**config.mk**
```make
export PLATFORM = sky130hd
export DESIGN_NAME = cba_ctrl
export DESIGN_NICKNAME = d
export VERILOG_FILES = /design/src/rtl/core/cba_pkg.sv /design/src/rtl/core/cba_ctrl.sv
export SDC_FILE = /design/constraint.sdc
export NUM_CORES = 1
export LEC_CHECK = 0
export BUFFER_PORTS_ARGS = -buffer_cell sky130_fd_sc_hd__buf_2
export CAP_MARGIN = 20
export CORE_MARGIN = 8
export CORE_UTILIZATION = 54
export DETAILED_ROUTE_END_ITERATION = 12
export MAX_ROUTING_LAYER = met4
export PLACE_DENSITY_LB_ADDON = 0.12
export SYNTH_ARGS = -nofsm -noshare
export SYNTH_HDL_FRONTEND = slang
export SYNTH_SLANG_ARGS = --single-unit
```
**constraint.sdc**
```tcl
create_clock -name clk -period 5.5 [get_ports clk]
set_clock_uncertainty 0.2 [all_clocks]
set_input_delay 0.275 -clock clk [delete_from_list [all_inputs] [get_ports clk]]
set_output_delay 0.275 -clock clk [all_outputs]
set_load 0.05 [all_outputs]
```
**src/rtl/core/cba_pkg.sv**
```systemverilog
`default_nettype none

package cba_pkg;

    localparam int BLOCK_COUNT_DEF = 256;
    localparam int TABLE_DEPTH_DEF = 64;

    localparam int KEY_W   = 64;
    localparam int START_W = 8;
    localparam int LEN_W   = 9;
    localparam int CODE_W  = 3;
    localparam int IDX_W   = 8;

    // action codes
    localparam logic ACT_ALLOCATE = 1'b0;
    localparam logic ACT_LOOKUP   = 1'b1;

    // result status codes
    localparam logic [CODE_W-1:0] ST_ALLOCATED = 3'd0;
    localparam logic [CODE_W-1:0] ST_BUSY      = 3'd1;
    localparam logic [CODE_W-1:0] ST_BAD_RANGE = 3'd2;
    localparam logic [CODE_W-1:0] ST_FULL      = 3'd3;
    localparam logic [CODE_W-1:0] ST_FOUND     = 3'd3;
    localparam logic [CODE_W-1:0] ST_NOT_FOUND = 3'd4;

    typedef struct packed {
        logic              load_item;
        logic              clr_wr;
        logic              idx_zero;
        logic              idx_inc;
        logic              map_rd;
        logic              map_set;
        logic              tbl_rd;
        logic              tbl_wr;
        logic              pend_take;
        logic              out_load;
        logic              out_pend;
        logic              out_last;
        logic [CODE_W-1:0] out_code;
    } cba_cmd_t;

    typedef struct packed {
        logic clr_done;
        logic is_lookup;
        logic range_bad;
        logic map_used;
        logic run_last;
        logic scan_last;
        logic tbl_full;
        logic tbl_empty;
        logic key_match;
        logic pend_vld;
        logic out_free;
    } cba_sts_t;

endpackage

`default_nettype wire

```
**src/rtl/core/cba_ctrl.sv**
```systemverilog
`default_nettype none

module cba_ctrl (
    input  wire logic              clk,
    input  wire logic              rst_n,
    input  wire logic              item_valid,
    output logic                   item_ready,
    input  wire cba_pkg::cba_sts_t sts,
    output cba_pkg::cba_cmd_t      cmd
);

    typedef enum logic [8:0] {
        S_CLEAR  = 9'b000000001,
        S_IDLE   = 9'b000000010,
        S_DECODE = 9'b000000100,
        S_A_RD   = 9'b000001000,
        S_A_CHK  = 9'b000010000,
        S_A_SET  = 9'b000100000,
        S_L_RD   = 9'b001000000,
        S_L_CHK  = 9'b010000000,
        S_RESP   = 9'b100000000
    } state_t;

    state_t                       state_reg, state_next;
    logic [cba_pkg::CODE_W-1:0]   code_reg, code_next;

    assign item_ready = (state_reg == S_IDLE);

    always_comb
    begin
        state_next = state_reg;
        code_next  = code_reg;
        cmd        = '0;
        unique case (state_reg)
            S_CLEAR:
            begin
                cmd.clr_wr = 1'b1;
                if (sts.clr_done)
                begin
                    state_next = S_IDLE;
                end
            end
            S_IDLE:
            begin
                if (item_valid)
                begin
                    cmd.load_item = 1'b1;
                    state_next    = S_DECODE;
                end
            end
            S_DECODE:
            begin
                cmd.idx_zero = 1'b1;
                if (sts.is_lookup)
                begin
                    if (sts.tbl_empty)
                    begin
                        code_next  = cba_pkg::ST_NOT_FOUND;
                        state_next = S_RESP;
                    end
                    else
                    begin
                        state_next = S_L_RD;
                    end
                end
                else if (sts.range_bad)
                begin
                    code_next  = cba_pkg::ST_BAD_RANGE;
                    state_next = S_RESP;
                end
                else
                begin
                    state_next = S_A_RD;
                end
            end
            S_A_RD:
            begin
                cmd.map_rd = 1'b1;
                state_next = S_A_CHK;
            end
            S_A_CHK:
            begin
                if (sts.map_used)
                begin
                    code_next  = cba_pkg::ST_BUSY;
                    state_next = S_RESP;
                end
                else if (sts.run_last)
                begin
                    if (sts.tbl_full)
                    begin
                        code_next  = cba_pkg::ST_FULL;
                        state_next = S_RESP;
                    end
                    else
                    begin
                        cmd.idx_zero = 1'b1;
                        state_next   = S_A_SET;
                    end
                end
                else
                begin
                    cmd.idx_inc = 1'b1;
                    state_next  = S_A_RD;
                end
            end
            S_A_SET:
            begin
                cmd.map_set = 1'b1;
                if (sts.run_last)
                begin
                    cmd.tbl_wr = 1'b1;
                    code_next  = cba_pkg::ST_ALLOCATED;
                    state_next = S_RESP;
                end
                else
                begin
                    cmd.idx_inc = 1'b1;
                end
            end
            S_L_RD:
            begin
                cmd.tbl_rd = 1'b1;
                state_next = S_L_CHK;
            end
            S_L_CHK:
            begin
                // a held match goes out once a newer one shows it is not last, or as last at scan end
                if (!(sts.key_match && sts.pend_vld && !sts.out_free))
                begin
                    if (sts.key_match)
                    begin
                        cmd.pend_take = 1'b1;
                        if (sts.pend_vld)
                        begin
                            cmd.out_load = 1'b1;
                            cmd.out_pend = 1'b1;
                        end
                    end
                    if (sts.scan_last)
                    begin
                        code_next  = cba_pkg::ST_NOT_FOUND;
                        state_next = S_RESP;
                    end
                    else
                    begin
                        cmd.idx_inc = 1'b1;
                        state_next  = S_L_RD;
                    end
                end
            end
            S_RESP:
            begin
                if (sts.out_free)
                begin
                    cmd.out_load = 1'b1;
                    cmd.out_pend = sts.pend_vld;
                    cmd.out_last = 1'b1;
                    cmd.out_code = code_reg;
                    state_next   = S_IDLE;
                end
            end
            default:
            begin
                state_next = S_IDLE;
            end
        endcase
    end

    always_ff @(posedge clk or negedge rst_n)
    begin
        if (!rst_n)
        begin
            state_reg <= S_CLEAR;
            code_reg  <= cba_pkg::ST_ALLOCATED;
        end
        else
        begin
            state_reg <= state_next;
            code_reg  <= code_next;
        end
    end

    a_last_to_idle: assert property (@(posedge clk) disable iff (!rst_n)
        (cmd.out_load && cmd.out_last) |=> (state_reg == S_IDLE))
        else $error("final result not followed by idle");

endmodule

`default_nettype wire

```
==> flow_summary.toml <==
[outcome]
outcome = "complete, no violations"

[route]
vias = 968
viasPerCell = 6.13
postRouteAntennaNets = 0
finalWirelength_um = 2550
drt_first_pass_iters = 4
drt_iter0_markers = 34
drc = 0
avgRoutedWirePerCell_um = 16.1

[sta]
finalSetupViolCount = 0
tightest_slew_ns = 0.591
hold_violations = 0
slew_headroom = 0.601
tns_ns = 0
rsz0062_at_grt = "no"
post-route-period-util = 0.540
post-route-min-period_ns = 2.97
drv_slew = 0
max_freq_ghz = 0.336

[floorplanning]
die_x_um = 58.1
core_area_sq_mm = 0.00169
initial_core_util = 0.566
fp.dieH_um = 58.1
rows = 15
ioPinCount = 30
die_area_sq_mm = 0.00337

[pwr]
ir_drop_mv = 0.235
p_leak_nw = 0.612
powerDensity_mw_per_mm2 = 337

[job]
drv_cap = 0

[cts]
htree_levels = 1
clock_latency_ns = 0.28
root_buffer = "clkbuf_4"
clockBufferDepth = 2
clock-sinks = 12
clk_pin_slew_worst_paths_ns = 0.08
cts_resized = 0
cts_buffers = 3
cts_tree = "built"
cts_hold_buf = 3
post_cts_buffers = 0

[place]
numPortBuffers = 29
place_area_sq_mm = 0.00110
gp_congestion = 0.903
dp_hpwl_um = 1960

[worst_setup_path]
cp.arrival_ns = 2.50
end_kind = "output pin"
start_kind = "flop"
crit_fanout = 13
required_ns = 5.03
path_class = "flop to output pin"

[grt]
grt_max_degree = 14
grt_overflow = 0
antenna_found_initial = 0
grt_pass1_wl_um = 4080
grt_pass1_vias = 882
track_usage = 0.159

[logic_synthesis]
synth-compound-area-share = 0.229
synth_top_family_by_area = "simple AND/OR/NAND/NOR gates"
synth_fp_nets = 122
syn_area_per_cell_sq_um = 8.85
synth_simple_gate_area_share = 0.349
synthDistinctLibCells = 45
synthAdderAreaFrac = 0
yosys_warnings = 0
synth-edff-count = 0
async_reset_ff_frac = 1.00
syn_area_sq_um = 956
synthXorXnorAreaFrac = 0.0183
ys_ff_latch = 12
ys_seq_area_frac = 0.315
synth_mux_area_frac = 0.0432
synthFlopType = "dfrtp_1"
postSynthCellCount = 108

[layout]
nets = 156
fin_area_sq_mm = 0.00116
nFillCells = 147
layout_commonest_cell = "buf_2"
insertedDiodeCount = 0
layout-area-overhead-vs-synth_pct = 21.2
layout-drive-gt1-share = 0.312
final_cell_mix = "buf_2, dfrtp_1, nor2_1, inv_1, and3_1"
largest_register_ffs = 9

[hold_path]
hold_path_class = "input port to flop"
==> cells by family (layout without fill, tap and decap cells) <==
kind of cell,Yosys count,in the layout
buffers and inverters,9,42
XOR/XNOR,2,2
AND/OR/NAND/NOR,53,53
AO/OA/AOI/OAI,29,29
multiplexers,3,3
flip-flops,12,12
==> cell usage after synthesis (2+ instances only) <==
cell	instances	share of area
nand2_1	4	0.016
a31o_2	3	0.027
nand3b_1	2	0.016
o21a_1	2	0.016
a21o_1	3	0.024
nand4_1	2	0.013
a21oi_1	3	0.016
mux2_4	2	0.031
nand3_1	4	0.021
and2_1	5	0.033
nor3b_1	4	0.031
o211ai_1	2	0.016
o21ai_0	5	0.026
dfrtp_1	11	0.29
nor2b_1	3	0.020
nand4b_1	2	0.018
nor3_1	3	0.016
nor2_1	10	0.039
and3_1	6	0.039
inv_1	6	0.024
xor2_1	2	0.018
==> where the power goes <==
| group | switching, W | internal [W] | total, W |
|---|---|---|---|
| registers | 0.0000208 | 0.000108 | 0.000129 |
| logic | 0.000126 | 0.0000753 | 0.000201 |
| clock network | 0.0000326 | 0.0000282 | 0.0000608 |
==> layout make-up <==
class | count | area, sq um | area share
multi-input cells | 87 | 612 | 0.528
flip-flops and latches | 12 | 302 | 0.260
repair buffers | 32 | 175 | 0.151
clock buffers | 4 | 26.3 | 0.0227
inverters | 6 | 22.5 | 0.0194
well taps | 17 | 21.3 | 0.0184
==> per-layer routing <==
metal	vias to the layer above	wire [um]	track usage
li1	477	-	-
met1	456	1210	0.197
met2	30	1200	0.245
met3	5	95	0.0287
met4	0	45	0.0734
met5	-	0	-
==> through the flow <==
stage | total power, W | utilization | std cells | worst slack, ns | hold WS [ns]
2_1_floorplan | 0.000281 | - | 108 | 2.59 | -0.221
3_3_place_gp | 0.000326 | 0.653 | 151 | 2.92 | -0.0249
3_5_place_dp | 0.000329 | 0.653 | 151 | 2.83 | -0.0236
4_1_cts | 0.000391 | 0.686 | 158 | 2.52 | 0.0245
5_1_grt | 0.000412 | 0.686 | 158 | 2.34 | 0.0211
6_report | 0.000391 | 0.686 | 158 | 2.53 | 0.0289
==> path summary, 6_finish.rpt <==
kind / startpoint / end / slack, ns / cells past startpoint
min in group asynchronous: rst_n / state_reg[4]$_DFFE_PN0P_ / 0.20 / 2
worst min register to register: code_reg[0]$_DFFE_PN0P_ / code_reg[0]$_DFFE_PN0P_ / 0.29 / 1
worst max-delay path: state_reg[7]$_DFFE_PN0P_ / cmd[4] / 2.53 / 6
worst max register to register: state_reg[1]$_DFFE_PN0P_ / code_reg[2]$_DFFE_PN0P_ / 3.14 / 5
worst min-delay path: item_valid / state_reg[2]$_DFFE_PN0P_ / 0.03 / 2
max in group asynchronous: rst_n / state_reg[0]$_DFFE_PN1P_ / 4.62 / 2
==> worst max-delay path, stage by stage (launching register included) <==
cell,delay (ns)
dfrtp_1,0.54
nor4_4,0.47
nand2_1,0.16
nor3_1,0.42
a31o_2,0.19
o2111a_1,0.17
buf_2,0.26
(Power assumes the default switching activity.)
